===== config.mk =====
export PLATFORM = sky130hd
export DESIGN_NAME = svpd_scale
export DESIGN_NICKNAME = d
export VERILOG_FILES = /design/src/sv/svpd_pkg.sv /design/src/sv/svpd_scale.sv
export SDC_FILE = /design/constraint.sdc
export NUM_CORES = 2
export LEC_CHECK = 0
export ABC_AREA = 1
export BUFFER_PORTS_ARGS = -buffer_cell sky130_fd_sc_hd__buf_4
export CAP_MARGIN = 10
export CORE_MARGIN = 4
export CORE_UTILIZATION = 49
export DETAILED_ROUTE_END_ITERATION = 8
export GPL_ROUTABILITY_DRIVEN = 0
export PLACE_DENSITY = 0.73
export SETUP_SLACK_MARGIN = 0.05
export SYNTH_ARGS = -nofsm -noshare
export SYNTH_HDL_FRONTEND = slang
export SYNTH_SLANG_ARGS = --single-unit
export TNS_END_PERCENT = 5

===== constraint.sdc =====
create_clock -name clk_i -period 10.55 [get_ports clk_i]
set_input_delay 2.11 -clock clk_i [delete_from_list [all_inputs] [get_ports clk_i]]
set_output_delay 2.11 -clock clk_i [all_outputs]
set_load 0.02 [all_outputs]

===== src/sv/svpd_pkg.sv =====
// ---------------------------------------------------------------------------
// svpd_pkg
// Shared constants, codes and word types of the space vector PWM duty core.
// ---------------------------------------------------------------------------
package svpd_pkg;

  localparam int VOLT_W_DEF = 16;
  localparam int CFG_IDX_W  = 8;
  localparam int CFG_DATA_W = 16;
  localparam int REG_W      = 16;
  localparam int SEC_W      = 3;
  localparam int DUTY_W     = 16;
  localparam int Q_W        = 15;   // quotient bits, duty below 1.0
  localparam int REM_W      = 43;   // holds t below den * 2^15
  localparam int DEN_W      = 28;   // vdc * 3072
  localparam int BIAS_W     = 42;   // vdc * (3072 * 16384 + 1536)
  localparam int SCL_W      = 26;
  localparam int FRAC_BITS  = 24;
  localparam int FRONT_ST   = 4;
  localparam int N_STAGES   = FRONT_ST + Q_W + 1;

  localparam logic [24:0]       SQRT3_Q24  = 25'd29058991;
  localparam logic [11:0]       DEN_SCALE  = 12'd3072;
  localparam logic [SCL_W-1:0]  BIAS_SCALE = 26'd50333184;
  localparam logic [DUTY_W-1:0] DUTY_ONE   = 16'd32768;
  localparam logic [DUTY_W-1:0] DUTY_HALF  = 16'd16384;
  localparam logic [REG_W-1:0]  VDC_RST    = 16'd6144;
  localparam logic [REG_W-1:0]  PERIOD_RST = 16'd5000;

  typedef enum logic [CFG_IDX_W-1:0] {
    REG_DC_BUS     = 8'd0,
    REG_PWM_PERIOD = 8'd1
  } reg_idx_e;

  typedef enum logic [1:0] {
    SAT_NONE,
    SAT_ZERO,
    SAT_ONE,
    SAT_HALF
  } sat_e;

  typedef enum logic [SEC_W-1:0] {
    SEC0, SEC1, SEC2, SEC3, SEC4, SEC5
  } sector_e;

  typedef struct packed {
    logic [DEN_W-1:0]  den;
    logic [BIAS_W-1:0] bias;
    logic              vdc_zero;
  } svpd_cfg_t;

  typedef struct packed {
    logic [REM_W-1:0] rem;
    logic [Q_W-1:0]   quo;
    sat_e             sat;
  } phase_t;

  typedef struct packed {
    sector_e          sector;
    phase_t [2:0]     ph;
  } div_word_t;

  typedef struct packed {
    logic [SEC_W-1:0]             sector;
    logic [2:0][DUTY_W-1:0]       cmp;
    logic [2:0][DUTY_W-1:0]       volt;
  } res_t;

endpackage


===== src/sv/svpd_scale.sv =====
// ---------------------------------------------------------------------------
// svpd_scale
// Last stage: duty select, compare values and phase voltages.
// ---------------------------------------------------------------------------
module svpd_scale
  import svpd_pkg::*;
(
  input  logic             clk_i,
  input  logic             en_i,
  input  logic [REG_W-1:0] vdc_i,
  input  logic [REG_W-1:0] period_i,
  input  div_word_t        word_i,
  output res_t             res_o
);

  logic [2:0][DUTY_W-1:0] duty;
  logic [2:0][31:0]       pc, pv;
  res_t                   res_d;

  always_comb begin
    res_d.sector = word_i.sector;
    for (int i = 0; i < 3; i++) begin
      unique case (word_i.ph[i].sat)
        SAT_NONE: duty[i] = {1'b0, word_i.ph[i].quo};
        SAT_ZERO: duty[i] = '0;
        SAT_ONE:  duty[i] = DUTY_ONE;
        default:  duty[i] = DUTY_HALF;
      endcase
      pc[i] = 32'(duty[i]) * 32'(period_i) + 32'(DUTY_HALF);
      pv[i] = 32'(duty[i]) * 32'(vdc_i);
      res_d.cmp[i]  = pc[i][30:15];
      res_d.volt[i] = pv[i][30:15];
    end
  end

  always_ff @(posedge clk_i) begin
    if (en_i) res_o <= res_d;
  end

endmodule


### Yosys cells after proc, flatten, opt, wreduce, memory -nomap -nowiden

Cells that the tools add are included.

| word-level totals | value |
|---|---|
| register bits | 99 |
| bits of input ports | 217 |
| word-level logic and storage cells | 28 |

| cells by class | value |
|---|---|
| add/sub/neg operators | 3 |
| $mul | 6 |
| equal/unequal tests | 6 |
| mux-type cells | 3 |
| reduce and logical (&&, ||, !) cells | 3 |

Operators by type and width:

| cell | count |
|---|---|
| multiplier 16 x 16 -> 31 bit | 6 |
| one-hot mux 16 bit (3 select lines) | 3 |
| adder 31 x 15 -> 31 bit, second input constant | 3 |
| == test 2 x 1 -> 1 bit, second input constant | 3 |
| == test 2 bit, second input constant | 3 |
| logical NOT 2 bit | 3 |

### Longest topological paths before layout

| depth | value |
|---|---|
| depth in word-level cells | 4 |
| mapped depth | 30 |
| depth with buffers taken out | 29 |

### Worst setup path before layout

OpenSTA, ideal clock, no wires.

| path | value |
|---|---|
| path type | in2reg |
| start point | input port word_i[0] (netlist name) |
| end point | register res_o[13] (netlist name) (data pin) |
| setup time | 0.252 ns |
| arrival time | 7.425 ns |
| setup slack | 2.873 ns |
| cell stages on the path | 26 |
| cell sequence | inv_1 > ha_1 > buf_2 > nand2_1 > inv_1 > buf_2 > nand2_1 > fa_1 > fa_1 > inv_1 > fa_1 > inv_1 > fa_1 > fa_1 > fa_1 > inv_1 > ha_1 > a21oi_1 > o21a_1 > nor2_1 > nor2_1 > nor2_1 > nor2_1 > nand2_1 > nand2_1 > nand2_1 |

RTL lines:

| what | line | source |
|---|---|---|
| from (decl) | svpd_scale.sv:12 | `input div_word_t word_i,` |
| to (signal assigned) | svpd_scale.sv:37 | `if (en_i) res_o <= res_d;` |
| to (decl) | svpd_scale.sv:13 | `output res_t res_o` |

==> flow_summary.json <==
{
  "fmax_mhz": 113,
  "synthTopCellsByArea": "sky130_fd_sc_hd__fa_1 (42%), sky130_fd_sc_hd__ha_1 (14%), sky130_fd_sc_hd__inv_1 (12%), sky130_fd_sc_hd__nand2_1 (11%), sky130_fd_sc_hd__nor2_1 (6.1%)",
  "path_class": "primary input to flip-flop",
  "final_layout_size_suffix_gt1_share_pct": 4.63,
  "hold-worst-slack_ns": 1.85,
  "wire_per_inst_um": 19.9,
  "design.final.nets": 9004,
  "path_common_cell": "sky130_fd_sc_hd__fa_1",
  "grt_start_max_net_pins": 52,
  "post_cts_buffers": 0,
  "root_buf_cell": "sky130_fd_sc_hd__clkbuf_16",
  "hold-path-cell-count": 1,
  "finalWirelength_mm": 169,
  "synth-edff-count": 99,
  "ys_seq_elements": 99,
  "xor_xnor_cell_area_share_of_the_yosys_netlist_pct": 0.949,
  "h_tree_depth": 3,
  "core_um2": 111000,
  "end_kind": "flip-flop",
  "design_power_total_uw": 6670,
  "cp_cell_sequence": "buf_4, inv_1, ha_1, nand2_1, inv_1, buf_4, nand2_1, fa_1, fa_1, inv_1, fa_1, fa_1, fa_1, inv_1, fa_1, inv_1, ha_1, a21oi_1, o21ai_0, o21bai_1, a21oi_1, nand2_1, nand2_1, nand2_1",
  "power-per-cell-area_nw_per_um2": 116,
  "first_global_vias": 49200,
  "final-max-slew-violation-count": 0,
  "grt_setup_unrepaired": "false",
  "clock_input_transition_at_the_sequential_cells_of_the_worst_setup_and_hold_paths_ns": 0.08,
  "final.period_utilization_pct": 83.7,
  "synth_top_cells_by_count": "sky130_fd_sc_hd__inv_1 (1,723), sky130_fd_sc_hd__nand2_1 (1,530), sky130_fd_sc_hd__fa_1 (1,155)",
  "grt_antenna_before_repair": 12,
  "layout_top_registers": "res_o x99",
  "post_synth_fa_ha_maj_area_fraction_pct": 56.7,
  "synth_top_family_by_area": "adder cells",
  "postSynthNetCount": 8982,
  "initial_utilization_pct": 49.3,
  "p_switching_uw": 3810,
  "cts_sinks": 99,
  "p_int_uw": 2870,
  "p_leak_uw": 0.0314,
  "area_delta_synth_final_pct": 5.94,
  "syn-instance-count": 6992,
  "final_standard_cell_count_with_taps_included_and_fillers_excluded": 8516,
  "drt-initial-drc-count": 4109,
  "worst_hold_path_type": "primary input to flip-flop",
  "grt_overflow": 0,
  "grt_first_pass_wirelength_mm": 269,
  "ios": 316,
  "seq_power_share_pct": 11.8,
  "synth_compound_gate_area_share_pct": 3.77,
  "final_core_utilization_pct": 52.2,
  "path_max_fanout": 15,
  "detailedPlacementHpwl_mm": 130,
  "totalNegativeSetupSlack_ns": 0,
  "syn-cell-area_um2": 54500,
  "cts_resized": 0,
  "worst_endpoint_required_time_ns": 10.73,
  "antenna_violating_nets_post_route": 0,
  "die_area_um2": 117000,
  "drt-vias-per-instance": 5.46,
  "startpoint_type": "primary input",
  "drv.max_cap_violation_count": 0,
  "post_cts_hold_buffer_count": 0,
  "drtPass1Iterations": 8,
  "placedCellCount": 8491,
  "filler_cell_count": 10500,
  "row_count": 122,
  "muxShareOfSynthArea_pct": 0,
  "die-width_um": 341,
  "netlist.top_cell.by_area": "sky130_fd_sc_hd__fa_1",
  "synth.yosys.warnings": 0,
  "worst-endpoint-arrival_ns": 9.01,
  "seq_area_frac_synth_pct": 5.46,
  "drcViolationCount": 0,
  "ys_types": 40,
  "clock_tree.buffer_depth": 2,
  "clock_power_share_pct": 5.9,
  "synthSimpleGateAreaFrac_pct": 19.1,
  "status": "finished clean",
  "synthMostInstantiatedCell": "sky130_fd_sc_hd__inv_1",
  "synthArstFlopShare_pct": 0,
  "switching_share_pct": 57.1,
  "critical_path.slowest_cell": "sky130_fd_sc_hd__inv_1",
  "timing.final.setup_violations": 0,
  "top_area_cell_type_share_of_the_netlist_area_pct": 42.5,
  "port_buffers": 186,
  "synth-main-ff-cell": "sky130_fd_sc_hd__edfxtp_1",
  "max-vdd-ir-drop_mv": 0.140,
  "vias": 46500,
  "grt_util_all_layers_pct": 29.8,
  "slew_headroom_pct": 19.1,
  "top_register": "res_o",
  "least_margin_pin_slew_ns": 1.21,
  "power.share.combinational_pct": 82.4,
  "cts_tree": "done",
  "finalWorstPathRequiredPeriod_ns": 8.83,
  "tritoncts.num_buffers": 9,
  "finalHoldViolations": 0,
  "syn_area_per_cell_um2": 7.79,
  "critical-path-max-stage-delay_ns": 0.63,
  "die-height_um": 341,
  "largest_register_ffs": 99
}
==> final timing paths <==
check | from | endpoint | slack [ns]
max | word_i[0] | res_o[59] | 1.72
min | word_i[182] | res_o[98] | 1.85
==> kinds of logic after synthesis <==
kind of cell / Yosys count
and+or+nand+nor: 2660
buffers and inverters: 2026
adders and majority gates: 1773
AOI/OAI and AO/OA: 375
DFF: 99
xor gates and xnor gates: 59
==> per-stage QoR <==
step	setup slack, ns	area (um^2)
2_1_floorplan	2.87	54500
3_3_place_gp	1.54	57400
3_5_place_dp	1.36	57400
4_1_cts	1.82	57700
5_1_grt	1.47	57700
6_report	1.72	57700
==> metal layers <==
| metal | track usage (%) | up-vias | part of all wire (%) |
|---|---|---|---|
| met4 | 17.6 | 8 | 7.2 |
| met5 | 0 | - | 0.028 |
| met3 | 9.07 | 724 | 13 |
| met1 | 36.0 | 22600 | 35 |
| li1 | - | 20400 | - |
| met2 | 47.3 | 2701 | 45 |
==> cell usage in the layout (no fill, tap or decap), types with 3 or more instances in the layout <==
cell                        count
sky130_fd_sc_hd__inv_1       1722
sky130_fd_sc_hd__nand2_1     1530
sky130_fd_sc_hd__fa_1        1155
sky130_fd_sc_hd__nor2_1       888
sky130_fd_sc_hd__ha_1         618
sky130_fd_sc_hd__buf_4        283
sky130_fd_sc_hd__a21oi_1      198
sky130_fd_sc_hd__nand3_1      146
sky130_fd_sc_hd__o21ai_0      100
sky130_fd_sc_hd__edfxtp_1      99
sky130_fd_sc_hd__nor3_1        51
sky130_fd_sc_hd__xor2_1        38
sky130_fd_sc_hd__a21o_1        23
sky130_fd_sc_hd__clkinv_1      21
sky130_fd_sc_hd__xnor2_1       21
sky130_fd_sc_hd__nand4_1       16
sky130_fd_sc_hd__o21a_1        15
sky130_fd_sc_hd__o21bai_1      14
sky130_fd_sc_hd__inv_2         12
sky130_fd_sc_hd__diode_2       10
sky130_fd_sc_hd__clkbuf_16      9
sky130_fd_sc_hd__nand3b_1       7
sky130_fd_sc_hd__o21ai_1        6
sky130_fd_sc_hd__a31oi_1        6
sky130_fd_sc_hd__a21boi_0       6
sky130_fd_sc_hd__nor4_1         5
sky130_fd_sc_hd__nor2_4         4
sky130_fd_sc_hd__nor3_2         4
sky130_fd_sc_hd__nor2_2         3
==> critical path: cells and delay by family <==
kind | cells | cell delay, ns
fa+ha+maj | 8 | 3.80
buf+inv | 7 | 1.34
compound gates | 4 | 0.92
simple gates | 5 | 0.81
==> final cells by class <==
class,count,area (um^2),share of cell area (%)
inverters,1754,6580,11.4
flip-flops and latches,99,2970,5.15
multi-input cells,4867,43800,75.9
clock buffers,9,225,0.390
diodes,10,25.0,0.0434
repair buffers,283,2120,3.68
well taps,1488,1860,3.23
clock inverters,6,86.3,0.150
==> power by group through the flow <==
stage / Combinational (uW) / Sequential, uW / Clock [uW]
after floorplan: 3510 / 1000 / 0
after global routing: 6190 / 804 / 419
after detailed placement: 5400 / 794 / 0
after global placement: 5330 / 795 / 0
final: 5500 / 784 / 393
after CTS: 5460 / 791 / 410
Note: power is estimated with default switching activity, not from simulation.
