$ cat config.mk
export PLATFORM = sky130hd
export DESIGN_NAME = svpd_front
export DESIGN_NICKNAME = d
export VERILOG_FILES = /design/src/sv/svpd_pkg.sv /design/src/sv/svpd_front.sv
export SDC_FILE = /design/constraint.sdc
export NUM_CORES = 2
export LEC_CHECK = 0
export BUFFER_PORTS_ARGS = -buffer_cell sky130_fd_sc_hd__buf_4
export CAP_MARGIN = 5
export CORE_UTILIZATION = 55
export DETAILED_ROUTE_END_ITERATION = 8
export PLACE_DENSITY = 0.72
export SYNTH_ARGS = -nofsm -noshare
export SYNTH_HDL_FRONTEND = slang
export SYNTH_SLANG_ARGS = --single-unit
$ cat constraint.sdc
create_clock -name clk_i -period 11.7 [get_ports clk_i]
set_input_delay 2.34 -clock clk_i [delete_from_list [all_inputs] [get_ports clk_i]]
set_output_delay 2.34 -clock clk_i [all_outputs]
set_load 0.05 [all_outputs]
$ cat src/sv/svpd_pkg.sv
// ---------------------------------------------------------------------------
// svpd_pkg
// Shared constants, codes and word types of the space vector PWM duty core.
// ---------------------------------------------------------------------------
package svpd_pkg;

  localparam int VOLT_W_DEF = 16;
  localparam int CFG_IDX_W  = 8;
  localparam int CFG_DATA_W = 16;
  localparam int REG_W      = 16;
  localparam int SEC_W      = 3;
  localparam int DUTY_W     = 16;
  localparam int Q_W        = 15;   // quotient bits, duty below 1.0
  localparam int REM_W      = 43;   // holds t below den * 2^15
  localparam int DEN_W      = 28;   // vdc * 3072
  localparam int BIAS_W     = 42;   // vdc * (3072 * 16384 + 1536)
  localparam int SCL_W      = 26;
  localparam int FRAC_BITS  = 24;
  localparam int FRONT_ST   = 4;
  localparam int N_STAGES   = FRONT_ST + Q_W + 1;

  localparam logic [24:0]       SQRT3_Q24  = 25'd29058991;
  localparam logic [11:0]       DEN_SCALE  = 12'd3072;
  localparam logic [SCL_W-1:0]  BIAS_SCALE = 26'd50333184;
  localparam logic [DUTY_W-1:0] DUTY_ONE   = 16'd32768;
  localparam logic [DUTY_W-1:0] DUTY_HALF  = 16'd16384;
  localparam logic [REG_W-1:0]  VDC_RST    = 16'd6144;
  localparam logic [REG_W-1:0]  PERIOD_RST = 16'd5000;

  typedef enum logic [CFG_IDX_W-1:0] {
    REG_DC_BUS     = 8'd0,
    REG_PWM_PERIOD = 8'd1
  } reg_idx_e;

  typedef enum logic [1:0] {
    SAT_NONE,
    SAT_ZERO,
    SAT_ONE,
    SAT_HALF
  } sat_e;

  typedef enum logic [SEC_W-1:0] {
    SEC0, SEC1, SEC2, SEC3, SEC4, SEC5
  } sector_e;

  typedef struct packed {
    logic [DEN_W-1:0]  den;
    logic [BIAS_W-1:0] bias;
    logic              vdc_zero;
  } svpd_cfg_t;

  typedef struct packed {
    logic [REM_W-1:0] rem;
    logic [Q_W-1:0]   quo;
    sat_e             sat;
  } phase_t;

  typedef struct packed {
    sector_e          sector;
    phase_t [2:0]     ph;
  } div_word_t;

  typedef struct packed {
    logic [SEC_W-1:0]             sector;
    logic [2:0][DUTY_W-1:0]       cmp;
    logic [2:0][DUTY_W-1:0]       volt;
  } res_t;

endpackage

$ cat src/sv/svpd_front.sv
// ---------------------------------------------------------------------------
// svpd_front
// Stages 0-3: squares and sqrt(3) product, sector and terms, mean removal,
// bias and saturation.
// ---------------------------------------------------------------------------
module svpd_front
  import svpd_pkg::*;
#(
  parameter int VOLT_WIDTH = VOLT_W_DEF
) (
  input  logic                         clk_i,
  input  logic [FRONT_ST-1:0]          en_i,
  input  logic signed [VOLT_WIDTH-1:0] v_alpha_i,
  input  logic signed [VOLT_WIDTH-1:0] v_beta_i,
  input  svpd_cfg_t                    cfg_i,
  output div_word_t                    word_o
);

  localparam int W2 = 2 * VOLT_WIDTH;
  localparam int QW = VOLT_WIDTH + 26;
  localparam int UW = VOLT_WIDTH + 27;
  localparam int NW = VOLT_WIDTH + 29;
  localparam int TW = ((NW > REM_W + 1) ? NW : REM_W + 1) + 1;

  // stage 0
  logic signed [VOLT_WIDTH-1:0] a_q, b_q;
  logic [W2-1:0]                aa2_q, bb2_q;
  logic signed [QW-1:0]         q_q;
  logic [VOLT_WIDTH-1:0]        aa, bb;
  logic signed [QW-1:0]         bq;

  assign aa = v_alpha_i[VOLT_WIDTH-1] ? (~v_alpha_i + 1'b1) : v_alpha_i;
  assign bb = v_beta_i[VOLT_WIDTH-1]  ? (~v_beta_i + 1'b1)  : v_beta_i;
  assign bq = QW'(v_beta_i);

  always_ff @(posedge clk_i) begin
    if (en_i[0]) begin
      a_q   <= v_alpha_i;
      b_q   <= v_beta_i;
      aa2_q <= W2'(aa) * W2'(aa);
      bb2_q <= W2'(bb) * W2'(bb);
      q_q   <= bq * $signed(QW'({1'b0, SQRT3_Q24}));
    end
  end

  // stage 1
  sector_e                      sec_d, sec1_q;
  logic signed [UW-1:0]         u_d [3];
  logic signed [UW-1:0]         u_q [3];
  logic [W2+1:0]                bb3;
  logic                         flat;
  logic signed [UW-1:0]         aw, qw;

  assign bb3  = (W2+2)'(bb2_q) + (W2+2)'({bb2_q, 1'b0});
  assign flat = bb3 < (W2+2)'(aa2_q);
  assign aw   = UW'(a_q) <<< FRAC_BITS;
  assign qw   = UW'(q_q);

  always_comb begin
    if (a_q == '0 && b_q == '0)  sec_d = SEC0;
    else if (flat)               sec_d = (a_q > 0) ? SEC0 : SEC3;
    else if (b_q > 0)            sec_d = (a_q > 0) ? SEC1 : SEC2;
    else                         sec_d = (a_q < 0) ? SEC4 : SEC5;
  end

  always_comb begin
    unique case (sec_d)
      SEC0: begin
        u_d[0] = aw <<< 1;  u_d[1] = aw + qw;  u_d[2] = '0;
      end
      SEC1: begin
        u_d[0] = aw - qw;   u_d[1] = qw <<< 1; u_d[2] = '0;
      end
      SEC2: begin
        u_d[0] = '0;        u_d[1] = aw + qw;  u_d[2] = -(aw <<< 1);
      end
      SEC3: begin
        u_d[0] = '0;        u_d[1] = aw - qw;  u_d[2] = qw - aw;
      end
      SEC4: begin
        u_d[0] = -(aw <<< 1); u_d[1] = '0;     u_d[2] = -aw - qw;
      end
      default: begin
        u_d[0] = qw - aw;   u_d[1] = '0;       u_d[2] = -(qw <<< 1);
      end
    endcase
  end

  always_ff @(posedge clk_i) begin
    if (en_i[1]) begin
      sec1_q <= sec_d;
      u_q    <= u_d;
    end
  end

  // stage 2: 3u - sum = 2u - other two
  sector_e                   sec2_q;
  logic signed [NW-1:0]      num_q [3];

  always_ff @(posedge clk_i) begin
    if (en_i[2]) begin
      sec2_q <= sec1_q;
      for (int i = 0; i < 3; i++) begin
        num_q[i] <= (NW'(u_q[i]) <<< 1) - NW'(u_q[(i+1)%3]) - NW'(u_q[(i+2)%3]);
      end
    end
  end

  // stage 3: shift origin so duty = floor(t / den), then flag the clamps
  logic signed [TW-1:0]      t [3];
  logic signed [TW-1:0]      den32k;
  div_word_t                 word_d;

  assign den32k = TW'(cfg_i.den) <<< Q_W;

  always_comb begin
    word_d.sector = sec2_q;
    for (int i = 0; i < 3; i++) begin
      t[i]               = TW'(num_q[i]) + TW'(cfg_i.bias);
      word_d.ph[i].rem   = t[i][REM_W-1:0];
      word_d.ph[i].quo   = '0;
      if (cfg_i.vdc_zero) begin
        if (num_q[i] == '0)      word_d.ph[i].sat = SAT_HALF;
        else if (num_q[i] > 0)   word_d.ph[i].sat = SAT_ONE;
        else                     word_d.ph[i].sat = SAT_ZERO;
      end else if (t[i] < 0) begin
        word_d.ph[i].sat = SAT_ZERO;
      end else if (t[i] >= den32k) begin
        word_d.ph[i].sat = SAT_ONE;
      end else begin
        word_d.ph[i].sat = SAT_NONE;
      end
    end
  end

  always_ff @(posedge clk_i) begin
    if (en_i[3]) word_o <= word_d;
  end

endmodule

# --- Word-level counts from Yosys, hierarchy flattened ---
# Memories as Yosys holds them, arrays and structs flattened.
# Cells that the tools add are included.
totals:
  ff_bits: 411
  mem_bits_rw: 135
  inputBits: 108
  out_inout_bits: 183
  word_cells: 92
  n_memories: 1
memory_table:
  columns: ["memory", "words", "width", "read_ports", "rd_ports_with_merged_regs", "write_ports", "line", "source"]
  rows:
  - ["num_q", 3, 45, 3, 0, 3, "svpd_front.sv:98", "logic signed [NW-1:0] num_q [3];"]
op_classes:
  n_addsub: 19
  multipliers: 3
  n_lt_le_gt_ge: 13
  n_eq_ne: 4
  n_mux: 26
  bitwise_logic: 2
  n_reduce_logical: 7
ops:
  columns: ["cell", "n"]
  rows:
  - ["one-hot mux 129 bit (5 select lines)", 1]
  - ["adder 45 x 43 -> 46 bit", 3]
  - [">= comparator 46 x 44 -> 1 bit", 3]
  - ["< comparator 46 x 1 -> 1 bit (second input constant)", 3]
  - ["> comparator 45 x 1 -> 1 bit (second input constant)", 3]
  - ["zero test 45 bit", 3]
  - ["subtractor 44 x 43 -> 45 bit", 3]
  - ["subtractor 45 x 43 -> 45 bit", 3]
  - ["multiplier 16 x 16 -> 32 bit", 2]
  - ["adder 40 x 42 -> 43 bit", 1]
  - ["negation 40 -> 43 bit", 1]
  - ["negation 41 -> 43 bit", 1]
  - ["negation 43 bit", 1]
  - ["subtractor 40 x 42 -> 43 bit", 1]
  - ["subtractor 42 x 40 -> 43 bit", 1]
  - ["subtractor 43 x 42 -> 43 bit", 1]
  - ["multiplier 16 x 26 -> 42 bit (second input constant)", 1]
  - ["adder 32 x 33 -> 34 bit", 1]
  - ["< comparator 34 x 32 -> 1 bit", 1]
  - ["two-way mux 2 bit", 17]
  - ["adder 16 x 1 -> 16 bit (second input constant)", 2]
  - ["> comparator 16 x 1 -> 1 bit (second input constant)", 2]
  - ["zero test 16 bit", 2]
  - ["two-way mux 16 bit", 2]
  - ["9 further kinds", 15]

# --- Logic depth before layout (Yosys ltp) ---
logic_depth:
  depth_word: 7
  mapped_depth: 36
  mapped_depth_nobuf: 35

# --- Least setup slack after synthesis ---
# Ideal clock, no wire load.
synth_path:
  kind: "input-to-reg"
  startpoint: "input port v_alpha_i[0]"
  endpoint: "register aa2_q[30], data pin"
  setup_ns: 0.258
  arrival_ns: 9.676
  required_ns: 11.442
  path_slack_ns: 1.766
  stages: 34
  path_buffers: 1
  path_cell_list: "inv_2 clkbuf_1 ha_1 nand2_1 or3_1 or3_1 o21ai_0 xor2_1 clkinv_1 nand2_1 fa_1 inv_1 fa_1 fa_1 fa_1 fa_1 inv_1 fa_1 inv_1 ha_1 a21o_1 a21o_1 a21oi_1 nor2_1 o21ai_0 nand2b_1 a21oi_1 a2bb2oi_1 o31ai_1 o21a_1 o21ai_0 nand2b_1 a21oi_1 xnor2_1"
synth_via:
  elab_chain_len: 4
synth_rtl:
  columns: ["item", "line", "source"]
  rows:
  - ["start, declared", "svpd_front.sv:13", "input logic signed [VOLT_WIDTH-1:0] v_alpha_i,"]
  - ["inverter 16 bit", "svpd_front.sv:32", "assign aa = v_alpha_i[VOLT_WIDTH-1] ? (~v_alpha_i + 1'b1) : v_alpha_i;"]
  - ["adder 16 x 1 -> 16 bit", "svpd_front.sv:32", null]
  - ["two-way mux 16 bit *", "svpd_front.sv:32", null]
  - ["multiplier 16 x 16 -> 32 bit *", "svpd_front.sv:40", "aa2_q <= W2'(aa) * W2'(aa);"]
  - ["end signal, assigned", "svpd_front.sv:40", null]
  - ["end, declared", "svpd_front.sv:27", "logic [W2-1:0] aa2_q, bb2_q;"]
# Mark *: on every way between the ends. The rest lies on a longest branch, timed or not.
# A chain may end at the register's enable or synchronous reset.

# --- Worst setup path in the final report ---
layout_path:
  startpoint: "input port v_beta_i[3]"
  endpoint: "register bb2_q[31], data pin"
layout_via:
  elab_chain_len: 4
layout_rtl:
  columns: ["item", "line", "source"]
  rows:
  - ["start, declared", "svpd_front.sv:14", "input logic signed [VOLT_WIDTH-1:0] v_beta_i,"]
  - ["inverter 16 bit", "svpd_front.sv:33", "assign bb = v_beta_i[VOLT_WIDTH-1] ? (~v_beta_i + 1'b1) : v_beta_i;"]
  - ["adder 16 x 1 -> 16 bit", "svpd_front.sv:33", null]
  - ["two-way mux 16 bit *", "svpd_front.sv:33", null]
  - ["multiplier 16 x 16 -> 32 bit *", "svpd_front.sv:41", "bb2_q <= W2'(bb) * W2'(bb);"]
  - ["end signal, assigned", "svpd_front.sv:41", null]
  - ["end, declared", "svpd_front.sv:27", null]
# Marked as above.

==> metrics <==
Pre-Repair DR Iteration Count 6; count leader, synth inv_1; final instance area ~0.073 mm2; post-layout util 0.6033; CP required around 12000 ps; number of diodes 0; unrepaired setup endpoints after global routing false; full die area roughly 0.12 mm2; outcome finished clean; #FFs+latches synth 541; initial drt markers 3678; I/O Buffers about 250; CP Capture Type flip-flop; clock transition at the registers of the reported paths approximately 70 ps; Max FO, Critical Path 9; Vias ~51000; Initial Util 0.5574; fin crit period roughly 10000 ps; synthesized area 0.06714 mm2; Area Growth Syn to Fin 8.239%; H-tree Lvls 2; global-route wire length before repair around 280 mm; Clock Sinks 541; asr flop ratio synth 0; dpl cell area slightly above 0.07 mm2; endpoints failing setup 0; origin of the worst setup path v_beta_i[3]; yosys warns 0; Root Driver clkbuf_16; Tot GR Track Use 0.2933; # IOs just under 300; Setup Buffers After CTS 0; post-synth top area share 0.2420; initial antenna violation count 2; max_cap viols 0; ys flop type edfxtp_1; Worst-Margin Slew around 1200 ps; vias in the first global route between 50000 and 60000; Vias per Instance ~5.8; dpl hpwl 152.9 mm; routed length per instance 20.70 um; CP Data Arrival Time between 10000 and 15000 ps; post-place setup slack 780.2 ps; cell taking the most area after synthesis edfxtp_1; Commonest cells post-synth inv_1, ha_1, fa_1; Worst Setup Path Type primary input to flip-flop; reg2reg start num_q[0][0]; Die Height about 350 um; DRC 0; Slowest-stage cell, CP xnor2_1; Setup Skew ~53 ps; TNS Setup 0 ps; total gr overflow 0; hold_buf cts 0; max incr delay on CP between 800 and 900 ps; Die Span X roughly 350 um; Slew Viols, Final 0; post-route ant nets 0; CTS Buffer Depth 3; Avg Cell Area, Syn a little under 10 um2; final hold vios 0; part of the Yosys area used for sequential elements 0.2420; Syn Inst Count ~6900; TritonCTS clock tree done; min-delay src sec1_q[2]; number of flops mapped to enable cells by yosys around 540; setup ws final ~1200 ps; crit path launch type primary input; Worst-Skew Late Latency about 700 ps; largest net degree at the start of global routing 75; NumNets Final roughly 9000; slew margin rel. 0.1914; layout cells sized above 1 0.06654; Core ar. 0.1204 mm2; Final Cycle Share 0.8932; row count about 130; Yosys cell types roughly 110; WL final roughly 180 mm; dominant cells by area after synthesis edfxtp_1, fa_1, ha_1; total CTS buffers 60; achievable frequency 95.69 MHz; Hold WC Path Type flip-flop to flip-flop; FF-to-FF setup slack between 3000 and 4000 ps; post_cts resized 0; placer congestion estimate just under 1
[critical path: cells and delay by family]
kind / cells / cell delay (ps)
simple gates: 6 / 1080
buf+inv: 8 / 1220
xor+xnor: 2 / 960
fa+ha+maj: 8 / 3520
compound gates: 7 / 1690
[path summary, 6_finish.rpt]
check / to / depth (start not counted)
worst max-delay path: bb2_q[31] / 31
worst min-delay path: sec2_q[2] / 0
worst max register to register: word_o[1] / 27
worst min register to register: sec2_q[2] / 0
[layer usage]
layer / vias up / part of all wire / track usage
met5: - / 0.00015 / 0
met4: 4 / 0.059 / 0.1547
met3: 352 / 0.055 / 0.03059
met2: 1658 / 0.47 / 0.4981
met1: 24700 / 0.41 / 0.3693
li1: 24134 / - / -
[through the flow]
stage               std cells  hold slack, ps
CTS                      8781           403.3
global route             8781           405.7
floorplan                6934           400.3
finish                   8781           399.7
global placement         8673           400.5
detailed placement       8673           406.3
[cell usage in the layout, fill, tap and decap left out, types with 62 or more instances in the layout]
cell and count:
edfxtp_1 541, o21a_1 65, a21oi_1 466, nor3_1 92, nand4_1 68, nor2_1 429, fa_1 638, xor2_1 119
nand3_1 101, inv_1 1067, o21bai_1 95, o21ai_0 261, buf_4 287, xnor2_1 398, nor2b_1 64, conb_1 62
nand2_1 394, a21o_1 260, ha_1 907, nand2b_1 68
[kinds of logic after synthesis]
logic type               after synthesis  share of synthesized area
flip-flops                           541                     0.2420
buffers and inverters               1250                    0.07344
AND/OR/NAND/NOR                     1419                     0.1001
other                                  2                  0.0001119
AO/OA/AOI/OAI                       1597                     0.1572
multiplexers                           2                  0.0003354
adder cells (fa/ha/maj)             1545                     0.3593
XOR/XNOR                             518                    0.06757
[layout make-up]
class                   count  area (um2)
clock buffers              69        1556
clock inverters            39       356.6
fillers                 10250       47780
inverters                1088        4086
multi-input cells        5143       46230
flip-flops and latches    541       16250
well taps                1612        2017
repair buffers            289        2177
[state kept, by name, indices dropped and copies added, names as in the netlist]
name and flops:
word_o 138, num_q 135, u_q 129, q_q 41, aa2_q 30, bb2_q 30, a_q 16, b_q 16
sec1_q 3, sec2_q 3
Power is left out: the tool's default activity adds up to more than one toggle a clock period on the data nets, which glitch-free logic cannot reach.
