<file path="src/sv/svpd_pkg.sv">
// ---------------------------------------------------------------------------
// svpd_pkg
// Shared constants, codes and word types of the space vector PWM duty core.
// ---------------------------------------------------------------------------
package svpd_pkg;

  localparam int VOLT_W_DEF = 16;
  localparam int CFG_IDX_W  = 8;
  localparam int CFG_DATA_W = 16;
  localparam int REG_W      = 16;
  localparam int SEC_W      = 3;
  localparam int DUTY_W     = 16;
  localparam int Q_W        = 15;   // quotient bits, duty below 1.0
  localparam int REM_W      = 43;   // holds t below den * 2^15
  localparam int DEN_W      = 28;   // vdc * 3072
  localparam int BIAS_W     = 42;   // vdc * (3072 * 16384 + 1536)
  localparam int SCL_W      = 26;
  localparam int FRAC_BITS  = 24;
  localparam int FRONT_ST   = 4;
  localparam int N_STAGES   = FRONT_ST + Q_W + 1;

  localparam logic [24:0]       SQRT3_Q24  = 25'd29058991;
  localparam logic [11:0]       DEN_SCALE  = 12'd3072;
  localparam logic [SCL_W-1:0]  BIAS_SCALE = 26'd50333184;
  localparam logic [DUTY_W-1:0] DUTY_ONE   = 16'd32768;
  localparam logic [DUTY_W-1:0] DUTY_HALF  = 16'd16384;
  localparam logic [REG_W-1:0]  VDC_RST    = 16'd6144;
  localparam logic [REG_W-1:0]  PERIOD_RST = 16'd5000;

  typedef enum logic [CFG_IDX_W-1:0] {
    REG_DC_BUS     = 8'd0,
    REG_PWM_PERIOD = 8'd1
  } reg_idx_e;

  typedef enum logic [1:0] {
    SAT_NONE,
    SAT_ZERO,
    SAT_ONE,
    SAT_HALF
  } sat_e;

  typedef enum logic [SEC_W-1:0] {
    SEC0, SEC1, SEC2, SEC3, SEC4, SEC5
  } sector_e;

  typedef struct packed {
    logic [DEN_W-1:0]  den;
    logic [BIAS_W-1:0] bias;
    logic              vdc_zero;
  } svpd_cfg_t;

  typedef struct packed {
    logic [REM_W-1:0] rem;
    logic [Q_W-1:0]   quo;
    sat_e             sat;
  } phase_t;

  typedef struct packed {
    sector_e          sector;
    phase_t [2:0]     ph;
  } div_word_t;

  typedef struct packed {
    logic [SEC_W-1:0]             sector;
    logic [2:0][DUTY_W-1:0]       cmp;
    logic [2:0][DUTY_W-1:0]       volt;
  } res_t;

endpackage

</file>
<file path="src/sv/svpd_div_step.sv">
// ---------------------------------------------------------------------------
// svpd_div_step
// One restoring division stage: one quotient bit for each of three phases.
// ---------------------------------------------------------------------------
module svpd_div_step
  import svpd_pkg::*;
#(
  parameter int SHIFT = 0
) (
  input  logic             clk_i,
  input  logic             en_i,
  input  logic [DEN_W-1:0] den_i,
  input  div_word_t        word_i,
  output div_word_t        word_o
);

  logic [REM_W-1:0] dsh;
  div_word_t        word_d;

  assign dsh = REM_W'(den_i) << SHIFT;

  always_comb begin
    word_d = word_i;
    for (int i = 0; i < 3; i++) begin
      if (word_i.ph[i].rem >= dsh) begin
        word_d.ph[i].rem        = word_i.ph[i].rem - dsh;
        word_d.ph[i].quo[SHIFT] = 1'b1;
      end
    end
  end

  always_ff @(posedge clk_i) begin
    if (en_i) word_o <= word_d;
  end

endmodule

</file>
<file path="config.mk">
export PLATFORM = sky130hd
export DESIGN_NAME = svpd_div_step
export DESIGN_NICKNAME = d
export VERILOG_FILES = /design/src/sv/svpd_pkg.sv /design/src/sv/svpd_div_step.sv
export SDC_FILE = /design/constraint.sdc
export NUM_CORES = 1
export LEC_CHECK = 0
export ABC_AREA = 1
export BUFFER_PORTS_ARGS = -buffer_cell sky130_fd_sc_hd__buf_2
export CORE_ASPECT_RATIO = 0.6
export CORE_MARGIN = 2
export CORE_UTILIZATION = 30
export CTS_BUF_LIST = sky130_fd_sc_hd__clkbuf_4 sky130_fd_sc_hd__clkbuf_8 sky130_fd_sc_hd__clkbuf_16
export DETAILED_ROUTE_END_ITERATION = 10
export HOLD_SLACK_MARGIN = 0.06
export PLACE_DENSITY = 0.48
export SYNTH_ARGS = -nofsm -noshare
export SYNTH_HDL_FRONTEND = slang
export SYNTH_SLANG_ARGS = --single-unit
</file>
<file path="constraint.sdc">
create_clock -name clk_i -period 4.4 [get_ports clk_i]
set_input_delay 0.22 -clock clk_i [delete_from_list [all_inputs] [get_ports clk_i]]
set_output_delay 0.22 -clock clk_i [all_outputs]
set_load 0.1 [all_outputs]
</file>
Word level (Yosys, flattened, before mapping)
Index checks and enable logic that the tools add are counted.

word-level totals
  word-level logic and storage cells = 22
  input bits = 213
  output and inout bits = 183
  flip-flop bits (word level) = 183

cells by class
  $add $sub $neg = 3
  mux-type cells = 3
  magnitude comparators = 3

operator list
  kind                                                            count
  43-bit by 28-bit greater-or-equal comparator with 1-bit output  3
  43-bit two-way mux                                              3
  43-bit by 28-bit subtractor with 43-bit output                  3

Depth between registers and ports, before layout
Gate-level depths: netlist (run 1).

  depth after elaboration = 2
  mapped depth = 16
  mapped depth without buffers = 16

Worst setup path before layout (run 1)
Ideal clock, no wire load.

  path kind = input to register
  start point = in den_i[1]
  end point = reg word_o[62] (netlist name) (data pin)
  path buffers = 1
  data arrival time = 1.803 ns
  setup slack = 2.334 ns
  library setup time = 0.262 ns
  stages on the path = 12
  cell sequence = inv_1 ha_1 nand3_1 nand3_1 nand3_1 nand3_1 nand2_1 nand2_2 nand2_1 nand2_1 buf_6 or2_2

between the ends
  word-level cells in the longest chain between the ends = 1

ends and longest elaborated chain
  what                                                            RTL line             source
  from (decl)                                                     svpd_div_step.sv:12  input logic [DEN_W-1:0] den_i,
  43-bit by 28-bit greater-or-equal comparator with 1-bit output  svpd_div_step.sv:25  if (word_i.ph[i].rem >= dsh) begin
  to (signal assigned)                                            svpd_div_step.sv:33  if (en_i) word_o <= word_d;
  to (decl)                                                       svpd_div_step.sv:14  output div_word_t word_o

Every way passes these cells.
A chain may end at the register's enable or synchronous reset.

Worst setup path in the final report (run 1)
  start point = in word_i[101] (netlist name)
  end point = reg word_o[62] (netlist name) (data pin)

between the ends
  word-level cells in the longest chain between the ends = 1

ends and longest elaborated chain
  what                                                            RTL line             source
  from (decl)                                                     svpd_div_step.sv:13  input div_word_t word_i,
  43-bit by 28-bit greater-or-equal comparator with 1-bit output  svpd_div_step.sv:25

Every way passes these cells.

==> metrics, run 1 <==
per-cell routed wire length roughly 19 um; global-route wire length before repair 102,000 um; Synth Area in Compound Gates 3.39%; register with the most flip-flops word_o; Worst Path Arrival 3.55 ns; Worst setup SP type primary input; n_diodes 0; Hold WC Path Type in2reg; Fill cells 5,704; initial antenna violation count 1; vias in the first global route 16,000; Seq pwr share about 31%; PnR worst setup slack between 1 and 1.5 ns; fin nets 3,300; placed inst area 18,700 um2; Yosys reg bits 183; largest cells by area after synthesis edfxtp_1, nand2_1, inv_1; Mapped Cells 2,469; syn_nets 2,769; Final Max Slew Viols 0; total track usage approximately 25%; Synth warnings 0; hold path depth 3; Setup crit start word_i[101]; syn_area_per_cell between 6 and 7 um2; mux cell area share after synthesis 0%; Root Driver clkbuf_16; critical path class in2reg; Total Wirelength roughly 71,000 um; max reg flops 183; Post-synth ARST share 0%; clk slew on worst S/H paths 0.09 ns; Yosys cell types 32; Comb pwr share 45.8%; clock share of power 23.1%; final period utilization 75.4%; main flop type after synthesis edfxtp_1; largest registers word_o (183); max frequency 0.301 GHz; Die X around 300 um; Rel. slew slack between 20 and 30%; Net Sw Frac 49.7%; Via Count 17,300; routability cong. 1.04; total iterations of the first detailed-routing run 8; CTS Sinks 183; Top Ports 396; NetSw 3.59 mW; status finished clean; Pleak 11.0 nW; CTS resizes 0; Final Hold Viols 0; most frequent cell after synthesis nand2_1; fin crit period 3.32 ns; Initial DRC Count between 1,000 and 1,500; core area 52,500 um2; Max FO, Critical Path 21; largest family of logic cells by synthesized area simple AND/OR/NAND/NOR gates; synth cell count leaders nand2_1, inv_1, nor2_1; Max Root-Sink Buffers 2; Internal Power 3.63 mW; register area share after synthesis 34.5%; port buffer count 395; total CTS buffers 17; Total Neg Setup Slack 0 ns; EDFF count, synth 183; post-synthesis adder-cell area fraction 6.97%; max-cap violations 0; HP Start word_i[80]; Setup crit end kind register; Peak VDD IR roughly 310 uV; unrepaired setup endpoints after global routing no; GRT Residual Overflow 0; vias per inst between 4 and 5; simple-gate share of the synthesized area about two fifths; Worst Max-Slew Pin Slew 1.06 ns; final instance area 20,600 um2; pre-CTS WS ~0.9 ns; share of the synthesized area in the top cell type 34.5%; Area Growth Syn to Fin 29.1%; largest area contributor in the netlist edfxtp_1; Starting Density 30.3%; H-tree Lvls 4; XOR/XNOR Fraction of Synth Area 3.46%; Post-DP HPWL 59,200 um; chip height 183 um; Final ANT Viol Nets 0; die footprint ~55,000 um2; final setup violating endpoints 0; Remaining DRCs 0; CTS tree yes; largest net degree at the start of global routing 89; cell row count 65; Endpoint, Worst Hold word_o[80]$_DFFE_PP_; Syn Std Cell Area 15,900 um2; pwr dens 351 nW/um2; Data required, critical path between 4 and 5 ns; share of cells above drive strength 1 15.9%
-- worst max-delay path, stage by stage --
cell and delay [ns]:
dlygate4sd3_1 0.53, buf_2 0.14, ha_1 0.32, a21oi_1 0.52
nor2_1 0.08, nor2_1 0.11, nand2_1 0.10, a21oi_2 0.15
nand2_2 0.11, nand2_1 0.07, nand2_1 0.45, buf_4 0.44
or2_2 0.30
-- layout by cell type (no fill, tap or decap), drive strengths merged, types with 3 or more instances in the layout --
master       instances
a21oi               70
ha                  84
nand4               30
o21bai               6
nor3                 9
nand3b              19
dlygate4sd3        129
nand3              139
nand2             1093
fa                   3
inv                472
buf                405
xor2                62
and2                 4
o21ai               14
nor2               257
clkbuf              19
or2                  3
edfxtp             183
clkinv               4
a21o                 3
-- through the flow --
stage	util, %	hold WS [ns]	std cells	power [mW]
final	39.2	0.0822	3716	7.22
after global routing	39.2	0.0710	3716	7.53
after CTS	39.2	0.0622	3716	7.26
after detailed placement	35.6	0.398	3555	5.47
after global placement	35.6	0.398	3555	5.48
after floorplan	-	0.319	2469	4.65
-- kinds of logic (layout without fill, tap and decap cells) --
group,after synthesis,count (layout)
buffers and inverters,486,1030
AOI/OAI and AO/OA,95,95
DFF,183,183
xor gates and xnor gates,63,63
and+or+nand+nor,1555,1555
adders and majority gates,87,87
-- power by group through the flow --
stage	Clock, mW	Combinational [mW]	Sequential [mW]
final	1.66	3.30	2.25
after global routing	1.77	3.49	2.27
after CTS	1.72	3.28	2.25
after floorplan	0	0.900	3.75
after detailed placement	0	3.18	2.29
after global placement	0	3.19	2.29
-- what timing repair did --
action | 4_1_cts | 5_1_grt
hold buffers | 129 | 0
setup buffers | 0 | 0
endpoints found under the hold margin | 129 | 0
-- per-layer routing --
metal | wire length (um) | share of wire, % | up-vias | GRT usage [%]
met3 | 4960 | 7.0 | 36 | 4.17
met4 | 748 | 1.1 | 0 | 4.61
met1 | 35800 | 50 | 8000 | 38.7
li1 | - | - | 8645 | -
met5 | 0 | 0 | - | 0
met2 | 29400 | 41 | 620 | 37.1
-- final cells by class --
| type | count | area [um2] | share of cell area [%] |
|---|---|---|---|
| flip-flops and latches | 183 | 5500 | 26.7 |
| repair buffers | 535 | 3370 | 16.4 |
| clock buffers | 18 | 433 | 2.10 |
| multi-input cells | 1800 | 8490 | 41.3 |
| clock inverters | 14 | 166 | 0.809 |
| inverters | 463 | 1740 | 8.45 |
| well taps | 703 | 880 | 4.27 |
-- how the worst max path moves through the flow --
stage / slack [ns] / cells past startpoint / end
floorplan: 2.33 / 12 / word_o[62]$_SDFFCE_PP1P_
global placement: 0.95 / 13 / word_o[62]$_SDFFCE_PP1P_
detailed placement: 0.92 / 13 / word_o[62]$_SDFFCE_PP1P_
CTS: 1.23 / 13 / word_o[62]$_SDFFCE_PP1P_
global route: 0.97 / 14 / word_o[110]$_DFFE_PP_
finish: 1.08 / 13 / word_o[62]$_SDFFCE_PP1P_
Note: power is estimated with default switching activity, not from simulation.
==> run 2: changes to the inputs <==
--- a/config.mk
+++ b/config.mk
@@ -5,7 +5,7 @@
 export SDC_FILE = /design/constraint.sdc
 export NUM_CORES = 1
 export LEC_CHECK = 0
-export ABC_AREA = 1
+export ABC_AREA = 0
 export BUFFER_PORTS_ARGS = -buffer_cell sky130_fd_sc_hd__buf_2
 export CORE_ASPECT_RATIO = 0.6
 export CORE_MARGIN = 2
@@ -13,7 +13,7 @@
 export CTS_BUF_LIST = sky130_fd_sc_hd__clkbuf_4 sky130_fd_sc_hd__clkbuf_8 sky130_fd_sc_hd__clkbuf_16
 export DETAILED_ROUTE_END_ITERATION = 10
 export HOLD_SLACK_MARGIN = 0.06
-export PLACE_DENSITY = 0.48
+export PLACE_DENSITY = 0.5
 export SYNTH_ARGS = -nofsm -noshare
 export SYNTH_HDL_FRONTEND = slang
 export SYNTH_SLANG_ARGS = --single-unit
==> constraint.sdc (replaced) <==
create_clock -name clk_i -period 3.2 [get_ports clk_i]
set_input_delay 0.16 -clock clk_i [delete_from_list [all_inputs] [get_ports clk_i]]
set_output_delay 0.16 -clock clk_i [all_outputs]
set_load 0.1 [all_outputs]
==> metrics, run 2 <==
Yosys cell types 69; EDFF count, synth 183; PnR worst setup slack about 0.073 ns; CP cell instances dlygate4sd3_1 > buf_2 > or3_1 > nor4_1 > buf_4 > nand4b_1 > a21oi_1 > o211ai_1 > a2bb2oi_4 > buf_4 > buf_4 > mux2_1; CTS tree yes; clk slew on worst S/H paths 0.07 ns; Max FO, Critical Path 11; Seq pwr share 32.0%; cell row count 57; final setup violating endpoints 0; Die X 264 um; Final Max Slew Viols 0; Starting Density a little under a third; fin nets 2,155; Total Neg Setup Slack 0 ns; Tot Pwr 9.63 mW; Post-synth ARST share 0%; Syn Std Cell Area 12,100 um2; H-tree Lvls 4; Worst Path Arrival 3.32 ns; chip height 160 um; Comb pwr share 44.3%; register with the most flip-flops word_o; Top Ports 396; Data required, critical path between 3 and 4 ns; total CTS buffers 17; Remaining DRCs 0; Initial DRC Count 993; most used cell, CP buf_4; Area Growth Syn to Fin 47.4%; final instance area 17,900 um2; GRT Residual Overflow 0; routability cong. 0.913; largest area contributor in the netlist edfxtp_1; Slowest Stage Delay on Critical Path roughly 0.54 ns; share of cells above drive strength 1 32.7%; Total Wirelength 44,800 um; Internal Power 5.26 mW; share of the synthesized area in the top cell type 45.3%; Pleak 7.63 nW; global-route wire length before repair 67,700 um; Via Count 12,000; Max Root-Sink Buffers 2; clock share of power 23.6%; Worst Max-Slew Pin Slew roughly 0.73 ns; max-cap violations 0; Final ANT Viol Nets 0; total iterations of the first detailed-routing run 6; Rel. slew slack 50.5%; commonest non-fill, non-tap cell in the layout buf_2; NetSw 4.37 mW; Final Hold Viols 0; synth cell count leaders edfxtp_1, a21oi_1, nand2_1; vias in the first global route 11,500; unrepaired setup endpoints after global routing yes; largest registers word_o (183); pre-CTS WS -0.271 ns; pwr dens 539 nW/um2; max frequency 0.320 GHz; Mapped Cells 1,213; Synth warnings 0; Final Core Density 44.5%; Post-Layout Cell Count about 2,400; Worst path slowest cell dlygate4sd3_1; Hold WC Path Type in2reg; final period utilization 97.7%; CTS Sinks 183; commonest non-fill, non-tap cells in the layout buf_2, edfxtp_1, dlygate4sd3_1, buf_4, a21oi_1; largest net degree at the start of global routing 77; per-cell routed wire length 18.7 um; Setup crit end kind register; Net Sw Frac between 40 and 50%; critical path class in2reg; syn_nets ~1,500; syn_area_per_cell roughly 10 um2; die footprint 42,100 um2; total track usage 20.9%; placed inst area around 16,000 um2; Yosys reg bits roughly 180; Worst setup SP type primary input; port buffer count between 300 and 400; core area 40,200 um2; most frequent cell after synthesis edfxtp_1; Peak VDD IR between 300 and 400 uV; vias per inst ~5; max reg flops 183; fin crit period 3.13 ns; Post-DP HPWL 35,800 um; register area share after synthesis 45.3%; main flop type after synthesis edfxtp_1; status finished clean; WHS 0.0856 ns; initial antenna violation count 2; Root Driver clkbuf_16; Cells after DPL around 2,200; largest cells by area after synthesis edfxtp_1, ha_1, xnor2_1
-- run 2: changes by cell type after synthesis, moves of 27 or more --
cell and delta:
a21o_1 +27, a21oi_1 +55, clkbuf_1 +39, inv_1 -407, nand2_1 -975, nand3_1 -108
nor2_1 -138, o21ai_0 +48, xnor2_1 +76
-- run 2: layer usage --
layer  vias to the layer above  GRT usage (%)  part of all wire [%]
li1                       5806              -                     -
met1                      5723           31.0                    49
met2                       407           32.2                    44
met3                        30           3.22                   6.0
met4                         0           4.39                   1.1
met5                         -              0                     0
-- run 2: worst paths after layout --
check	from	end	slack, ns	depth (start not counted)
worst max-delay path	word_i[173]	word_o[161]$_DFFE_PP_	0.07	12
worst min-delay path	word_i[159]	word_o[159]$_DFFE_PP_	0.09	3
-- run 2: layout make-up --
class                      instances  area, um2
sequential                       183       5500
multi-input combinational        932       6430
inverter                          51        191
antenna                            2       5.00
clock buffer                      17        425
fill                            3987      22300
clock inverter                    15        184
tap                              531        664
timing repair buffer             670       4490
-- run 2: kinds of logic after synthesis --
kind of cell,count (synthesis),synth area share (%)
flops,183,45.3
buf+inv,98,3.07
fa+ha+maj,87,9.16
mux,19,1.76
simple gates,385,15.6
xor+xnor,120,8.66
compound gates,321,16.4
-- run 2: critical path, delay by kind of cell --
| kind | cells | cell delay, ns |
|---|---|---|
| AOI/OAI and AO/OA | 3 | 0.70 |
| buffers and inverters | 5 | 1.19 |
| muxes | 1 | 0.33 |
| and+or+nand+nor | 3 | 0.94 |
-- run 2: repair_timing --
item	CTS	global route
endpoints found under the hold margin	154	0
endpoints found under the setup margin	0	33
resized for setup	0	26
hold buffers	154	0
setup buffers	0	2
-- run 2: power by group through the flow --
stage	sequential (mW)	combinational, mW	clock [mW]
after global routing	3.11	4.47	2.42
final	3.09	4.27	2.28
after detailed placement	3.14	4.07	0
after CTS	3.09	4.23	2.35
after floorplan	5.21	0.977	0
after global placement	3.14	4.06	0
